$ cat src/rtl/sorted_unique_labels_macros.svh
// Assertion macros shared by the sorted unique labels RTL.
`ifndef SORTED_UNIQUE_LABELS_MACROS_SVH
`define SORTED_UNIQUE_LABELS_MACROS_SVH

`ifndef SYNTHESIS

// expr holds at every clock edge out of reset
`define SUL_ASSERT_ALWAYS(lbl, expr) \
  lbl: assert property (@(posedge clk) disable iff (rst) (expr)) \
    else $error("assertion failed");

// cond implies prop in the same cycle
`define SUL_ASSERT_IMPL(lbl, cond, prop) \
  lbl: assert property (@(posedge clk) disable iff (rst) (cond) |-> (prop)) \
    else $error("assertion failed");

// cond implies prop in the next cycle
`define SUL_ASSERT_NEXT(lbl, cond, prop) \
  lbl: assert property (@(posedge clk) disable iff (rst) (cond) |=> (prop)) \
    else $error("assertion failed");

`else

`define SUL_ASSERT_ALWAYS(lbl, expr)
`define SUL_ASSERT_IMPL(lbl, cond, prop)
`define SUL_ASSERT_NEXT(lbl, cond, prop)

`endif

`endif

$ cat src/rtl/sul_pkg.sv
// Shared types and constants of the sorted unique labels block.
package sul_pkg;

  localparam int VALUE_BITS = 32;
  localparam int TOTAL_BITS = 7;

  typedef enum logic [1:0] {
    CELL_HOLD,
    CELL_INSERT,
    CELL_SHIFT
  } cell_op_t;

  typedef struct packed {
    cell_op_t op;
  } cell_ctrl_t;

endpackage

$ cat src/rtl/sul_cell.sv
// One cell of the sorted label chain: holds one label, compares, shifts.
module sul_cell import sul_pkg::*; #(
  parameter int LABEL_BITS = 32
) (
  input  logic                  clk,
  input  cell_ctrl_t            ctrl,
  input  logic [LABEL_BITS-1:0] ins_val,
  input  logic                  occ,
  input  logic [LABEL_BITS-1:0] left_val,
  input  logic                  left_less,
  input  logic [LABEL_BITS-1:0] right_val,
  output logic [LABEL_BITS-1:0] val,
  output logic                  less,
  output logic                  eq
);

  assign less = occ && (val < ins_val);
  assign eq   = occ && (val == ins_val);

  always_ff @(posedge clk) begin
    case (ctrl.op)
      CELL_INSERT: begin
        // keep smaller entries, take the new label at the boundary, push the rest right
        if (!less) begin
          val <= left_less ? ins_val : left_val;
        end
      end
      CELL_SHIFT: begin
        val <= right_val;
      end
      default: begin
        val <= val;
      end
    endcase
  end

endmodule

$ cat config.mk
export PLATFORM = sky130hd
export DESIGN_NAME = sul_cell
export DESIGN_NICKNAME = d
export VERILOG_FILES = /design/src/rtl/sorted_unique_labels_macros.svh /design/src/rtl/sul_pkg.sv /design/src/rtl/sul_cell.sv
export SDC_FILE = /design/constraint.sdc
export NUM_CORES = 1
export LEC_CHECK = 0
export BUFFER_PORTS_ARGS = -buffer_cell sky130_fd_sc_hd__clkbuf_2
export CORE_AREA = 2 2 86 72
export DETAILED_ROUTE_END_ITERATION = 16
export DIE_AREA = 0 0 88 74
export PLACE_DENSITY = 0.78
export REMOVE_ABC_BUFFERS = 1
export SYNTH_ARGS = -nofsm -noshare
export SYNTH_HDL_FRONTEND = slang
export SYNTH_SLANG_ARGS = --single-unit
$ cat constraint.sdc
create_clock -name clk -period 3.4 [get_ports clk]
set_clock_uncertainty 0.2 [all_clocks]
set_input_delay 0.34 -clock clk [delete_from_list [all_inputs] [get_ports clk]]
set_output_delay 0.34 -clock clk [all_outputs]
set_load 0.02 [all_outputs]
# == Word level (Yosys, flattened, before mapping) ==
# Index checks and enable logic that the tools add are counted.
# totals
register_bits,32
latch_bits,0
ram_bits,0
romBits,0
input_bits,101
output_inout_bits,34
elab_cells,13
n_memories,0
# op_classes
n_addsub,0
multipliers,0
div,0
order_cmp,1
n_eq_ne,4
shift,0
muxes,3
bitwise_logic,0
n_reduce_logical,4
# op_table
cell,n
$mux W32,2
$pmux W32 S2,1
$eq A32 B32 Y1,1
$lt A32 B32 Y1,1
$eq A2 B1 Y1 const B,1
$eq A2 B2 Y1 const B,1
$logic_and A1 B1 Y1,2
$ne A2 B2 Y1 const B,1
$reduce_and A2 Y1,1
$reduce_bool A2 Y1,1

# == Logic depth before layout (Yosys ltp) ==
# Gate-level depths: netlist (run 1).
# logic_depth
ltp_word,4
depth_mapped,7
ltp_nobuf,7

# == Least setup slack after synthesis (run 1) ==
# OpenSTA, ideal clock, no wires.
# synth_path
path_kind,reg2reg
startpoint,register val[15]
endpoint,"register val[0], enable pin"
setup_ps,396
arrival_ps,2550
required_ps,2804
path_slack_ps,254
path_stages_with_launch,7
n_path_buf,0
period_less_slack_ps,3146
cell_sequence,edfxtp_1 > ha_1 > nand4_1 > nor4_1 > a21bo_2 > o211ai_1 > a311o_1
# synth_via
elab_chain_len,4
# synth_lines
element,line,text
"start, declared",sul_cell.sv:12,"output logic [LABEL_BITS-1:0] val,"
"start signal, assigned",sul_cell.sv:25,val <= left_less ? ins_val : left_val;
"start signal, assigned",sul_cell.sv:29,val <= right_val;
"start signal, assigned",sul_cell.sv:32,val <= val;
$lt A32 B32 Y1,sul_cell.sv:17,assign less = occ && (val < ins_val);
$logic_and A1 B1 Y1,sul_cell.sv:17,
$ne A2 B2 Y1 (no source line),-,
$reduce_and A2 Y1 (no source line),-,
# Every way passes these cells.
# A chain may end at the register's enable or synchronous reset.

# == Worst setup path after layout (run 1) ==
# layout_path
startpoint,register val[14]
endpoint,"register val[17], enable pin"
# Same word-level chain as after synthesis.

==> reports/metrics.csv, run 1 <==
metric,value,unit
result of the run,completed,
grt total ovfl,0,
Synth cell types,27,
HP Start,right_val[30],
hold endpoint,val[30],
Max Cap Viol,0,
CTS Sinks,32,
Total GRT Usage,18.6,%
final WL,5920,um
CTS tree,done,
starting density of the core,43.5,%
ys flop type,edfxtp_1,
Die Ht,74,um
Core Area,5660,sq um
H-tree levels,2,
DRT Pass-1 Iters,4,
io pins,135,
Setup WS pre-CTS,347,ps
Worst Path Required,3100,ps
max reg flops,32,
Critical Path Max Stage Delay,740,ps
period utilization,87.6,%
critical path type,reg2reg,
CP startpoint kind,register,
Worst-Margin Slew,1060,ps
placed cell count,465,
Fill cells,535,
Detailed Place HPWL,4840,um
Post-synth EDFFs,32,
Hold Path Cell Cnt,3,
top post-synthesis cells by area,"edfxtp_1 39%, ha_1 16%, mux2i_1 13%",
worst-path cell chain,ha_1 -> nand4_1 -> nor4_1 -> a21bo_2 -> o211ai_1 -> a311o_2,
power density over cell area,339,nW/um^2
cts repair resizes,0,
r2r setup slk,420,ps
Pleak,1.73,nW
Mapped Area,2460,sq um
Antenna diodes,0,
Tmin final,2980,ps
worst hold path class,in2reg,
Worst Path Arrival,2680,ps
worst r2r src,val[14],
#FFs+latches synth,32,
Syn Area/Cell,9.47,sq um
Async SR Flop Fraction,0,%
CTS Buffer Depth,2,
Nets,524,
# setup viols final,0,
P&R area growth vs syn,33.5,%
Synth area leader,edfxtp_1,
register area,961,sq um
CTS Buf Count,5,
largest net degree at the start of global routing,65,
worst skew pair latency,280,ps
Max IR drop VDD,0.194,mV
Post-CTS Setup Bufs,0,
routed vias/inst,4.78,
Row Count,25,
DRC,0,
final hold violation count,0,
relative slew slack,29.0,%
top-area cell type share of the netlist area,39.0,%
R2R cell count,6,
CP Max Fanout,32,
FF-to-FF End,val[17],
Hold Buf Count CTS,0,
footprint of the multi-input gates,1340,sq um
"antenna viol nets, final",0,
global-route wire length before repair,9300,um
Die W,88,um
via count,2263,
Synth top cells by count,"40 x nand2_1, 35 x o21ai_0, 34 x inv_1",
GPL Wtd Cong,0.755,
cells after synthesis,260,
CP endpoint kind,register,
YS warnings,0,
register area share after synthesis,39.0,%
PortBufs,134,
fin. max-slew vios,0,
initial antenna violation count,0,
setup ws final,422,ps
share of cells above drive strength 1,36.7,%
largest reg by FF count,val,
CTS root buffer,clkbuf_8,
Setup TNS,0,ps
vias in the first global route,2131,
fmax,0.336,GHz
Top Registers,val: 32 flops,
RSZ-0062 raised after global routing,false,
"Cell Count, Final, Fillers Out",473,
die area,6510,sq um
initial drt markers,59,
"count leader, synth",nand2_1,
drt wl/cell,12.5,um
Slowest cell on crit path,a311o_2,
Clock Pin Slew Worst Setup and Hold Paths,70,ps
worst max-delay path: cells and delay by family (launching register included):
family	cells	cell delay (ps)
AOI/OAI and AO/OA	3	1120
adders and majority gates	1	330
DFF	1	420
and+or+nand+nor	2	510
layout by cell type (no fill, tap or decap), drive strengths merged, types with 5 or more instances in the layout:
cell type,n
inv,34
a21oi,12
edfxtp,32
nand2,40
mux2i,32
o21ai,35
clkbuf,141
ha,32
nand4,6
nor2,5
worst max path at each step:
stage                          to  cells past startpoint        start
after floorplan            val[0]                      2      ctrl[0]
after global placement    val[11]                      8  ins_val[18]
final                     val[17]                      6      val[14]
after global routing       val[7]                      6      val[14]
after detailed placement   val[9]                      8  ins_val[14]
after CTS                  val[5]                      6      val[14]
metrics by stage:
stage	total power, W	instance area, sq um	utilization (%)	hold slack [ps]
after global placement	0.000836	3200	56.6	419
after detailed placement	0.000849	3200	56.6	421
after floorplan	0.000698	2420	-	327
after global routing	0.00118	3280	58.0	153
after CTS	0.00113	3280	58.0	128
final	0.00111	3280	58.0	135
where the power goes:
part | total (W) | switching (W) | internal, W
registers | 0.000503 | 0.0000200 | 0.000483
logic | 0.000334 | 0.000190 | 0.000144
clock network | 0.000276 | 0.000133 | 0.000142
total | 0.00111 | 0.000344 | 0.000770
per-layer routing:
layer	global-route usage, %	share of wire (%)	wire length, um	vias to the layer above
met3	4.66	6.4	376	4
met4	5.98	0.96	57	0
li1	-	-	-	1195
met1	24.0	46	2720	990
met2	31.1	47	2770	74
met5	0	0	0	-
final cells by class:
cell class / instances / share of cell area (%)
inverters: 34 / 3.89
repair buffers: 135 / 20.6
clock inverters: 1 / 0.114
flip-flops and latches: 32 / 29.3
well taps: 81 / 3.09
clock buffers: 7 / 2.32
multi-input cells: 183 / 40.7
logic make-up (layout without fill, tap and decap cells):
logic type               after synthesis  count (layout)  share of synthesized area, %
flip-flops                            32              32                          39.0
AO/OA/AOI/OAI                         58              58                          13.6
adder cells (fa/ha/maj)               32              32                          16.3
multiplexers                          32              32                          13.0
AND/OR/NAND/NOR                       61              61                          11.0
buffers and inverters                 45             177                          7.02
Power figures use the tool's default switching activity.
==> inputs of run 2 (changes only) <==
Settings changed: BUFFER_PORTS_ARGS -buffer_cell sky130_fd_sc_hd__clkbuf_2 to -buffer_cell sky130_fd_sc_hd__buf_2, CORE_AREA 2 2 86 72 to 2 2 77 79, DIE_AREA 0 0 88 74 to 0 0 79 81, PLACE_DENSITY 0.78 to 0.8.
==> reports/metrics.csv, run 2 (same netlist as run 1, synthesis figures left out) <==
metric,value,unit,change
result of the run,completed,,
Total GRT Usage,19.4,%,+0.74 points
GRT met1 Usage,22.9,%,-1.1 points
CTS Sinks,32,,unchanged
fin. max-slew vios,0,,unchanged
final WL,6120,um,+3.4%
fmax,0.330,GHz,-1.8%
Clock power frac,25.1,%,+0.3 points
power density over cell area,341,nW/um^2,+0.71%
Sw Ratio,31.3,%,+0.39 points
Antenna diodes,0,,unchanged
largest reg by FF count,val,,
Die Ht,81,um,+9.5%
Max Cap Viol,0,,unchanged
H-tree levels,2,,unchanged
Top Family by Delay on Critical Path,compound AO/OA/AOI/OAI gates,,
met3 Resource Use GR,4.56,%,-0.11 points
Slowest cell on crit path,a311o_2,,
initial drt markers,97,,+64%
Hold Buf Count CTS,0,,unchanged
cts repair resizes,0,,unchanged
DRT Pass-1 Iters,4,,unchanged
met2 GRT Util,33.7,%,+2.7 points
worst r2r src,val[11],,
Pleak,1.70,nW,-1.5%
"Cell Count, Final, Fillers Out",467,,-1.3%
period utilization,89.2,%,+1.6 points
Post-CTS Setup Bufs,0,,unchanged
via count,2306,,+1.9%
final hold violation count,0,,unchanged
CTS Buf Count,5,,unchanged
RSZ-0062 raised after global routing,false,,
HP Start,right_val[25],,
initial antenna violation count,0,,unchanged
Worst Path Required,3110,ps,about the same
Core Area,5680,sq um,+0.24%
"most common cell after layout, fill and taps aside",buf_2,,
CP startpoint kind,register,,
Pint,0.000769,W,about the same
P&R area growth vs syn,33.1,%,
Psw,0.000350,W,+1.7%
share of cells above drive strength 1,36.7,%,unchanged
Die W,79,um,-10%
grt total ovfl,0,,unchanged
die area,6400,sq um,-1.7%
hold_ws,124,ps,-11.1 ps
worst skew pair latency,280,ps,about the same
global-route wire length before repair,9680,um,+4.1%
Power Total,0.00112,W,+0.48%
Top Registers,val: 32 flops,,
CP Max Fanout,32,,unchanged
largest net degree at the start of global routing,65,,unchanged
vias in the first global route,2258,,+6.0%
Critical Path Max Stage Delay,760,ps,+20 ps
final core occ,57.7,%,-0.27 points
worst hold path class,in2reg,,
relative slew slack,35.1,%,+6.1 points
CTS Buffer Depth,2,,unchanged
# setup viols final,0,,unchanged
placed cell count,459,,-1.3%
CTS root buffer,clkbuf_8,,
GR peak layer,met2,,
Worst-Margin Slew,973,ps,-91.8 ps
Tmin final,3030,ps,+53.2 ps
CP endpoint kind,register,,
DRC,0,,unchanged
Crit. Startpoint,val[11],,
CTS tree,done,,
starting density of the core,43.4,%,-0.11 points
Max IR drop VDD,0.257,mV,+33%
worst-path cell chain,ha_1 -> nand4_1 -> nor4_1 -> a21bo_2 -> o211ai_1 -> a311o_2,,
Comb power frac,30.1,%,about the same
GPL Wtd Cong,0.785,,+4.0%
Clock Pin Slew Worst Setup and Hold Paths,70,ps,about the same
"antenna viol nets, final",0,,unchanged
critical path type,reg2reg,,
max reg flops,32,,unchanged
PortBufs,134,,unchanged
part of the power in registers,44.8,%,-0.4 points
Nets,524,,unchanged
most frequent cells in the layout,"134 x buf_2, 40 x nand2_1, 35 x o21ai_0",,
Worst Path Arrival,2740,ps,+60 ps
io pins,135,,unchanged
drt wl/cell,13.1,um,+4.8%
Buf/Inv on CP,0,,unchanged
Detailed Place HPWL,4770,um,-1.4%
Row Count,28,,+12%
routed vias/inst,4.94,,+3.2%
-- run 2: cell types whose count changed in the layout (fill, tap and decap cells not counted), sizes merged --
cell	change
buf	+134
clkbuf	-134
-- run 2: final timing paths --
check | slack (ps) | endpoint | cells after the start
worst max-delay path | 370 | val[15] | 6
worst min-delay path | 120 | val[25] | 3
worst max register to register | 370 | val[15] | 6
worst min register to register | 1440 | val[24] | 4
-- run 2: tightest hold or removal path: cells and delay by family --
family | cells | cell delay, ps
buf+inv | 1 | 80
compound gates | 1 | 50
simple gates | 1 | 30
-- run 2: area by class of cell --
type                       instances  area (sq um)
fill                             508          2400
multi-input combinational        183          1340
sequential                        32           961
timing repair buffer             135           678
inverter                          34           128
tap                               75          93.8
clock buffer                       7          76.3
clock inverter                     1          3.75
-- run 2: routing by layer --
layer	part of all wire [%]	vias to the layer above	routed length [um]
met2	48	90	2910
met4	2.3	0	139
met5	0	-	0
met3	7.0	12	431
li1	-	1194	-
met1	43	1010	2640
-- run 2: power groups by stage --
| stage | combinational [W] | clock [W] | sequential (W) |
|---|---|---|---|
| finish | 0.000336 | 0.000281 | 0.000501 |
| global route | 0.000378 | 0.000305 | 0.000505 |
| CTS | 0.000339 | 0.000288 | 0.000501 |
| detailed placement | 0.000337 | 0 | 0.000510 |
| global placement | 0.000326 | 0 | 0.000507 |
| floorplan | 0.000147 | 0 | 0.000551 |
-- run 2: per-stage QoR --
step / area [sq um] / setup slack (ps) / TNS [ps]
floorplan: 2420 / -424 / -13550
global placement: 3200 / 421 / 0
detailed placement: 3200 / 330 / 0
CTS: 3280 / 380 / 0
global route: 3280 / 255 / 0
finish: 3280 / 369 / 0
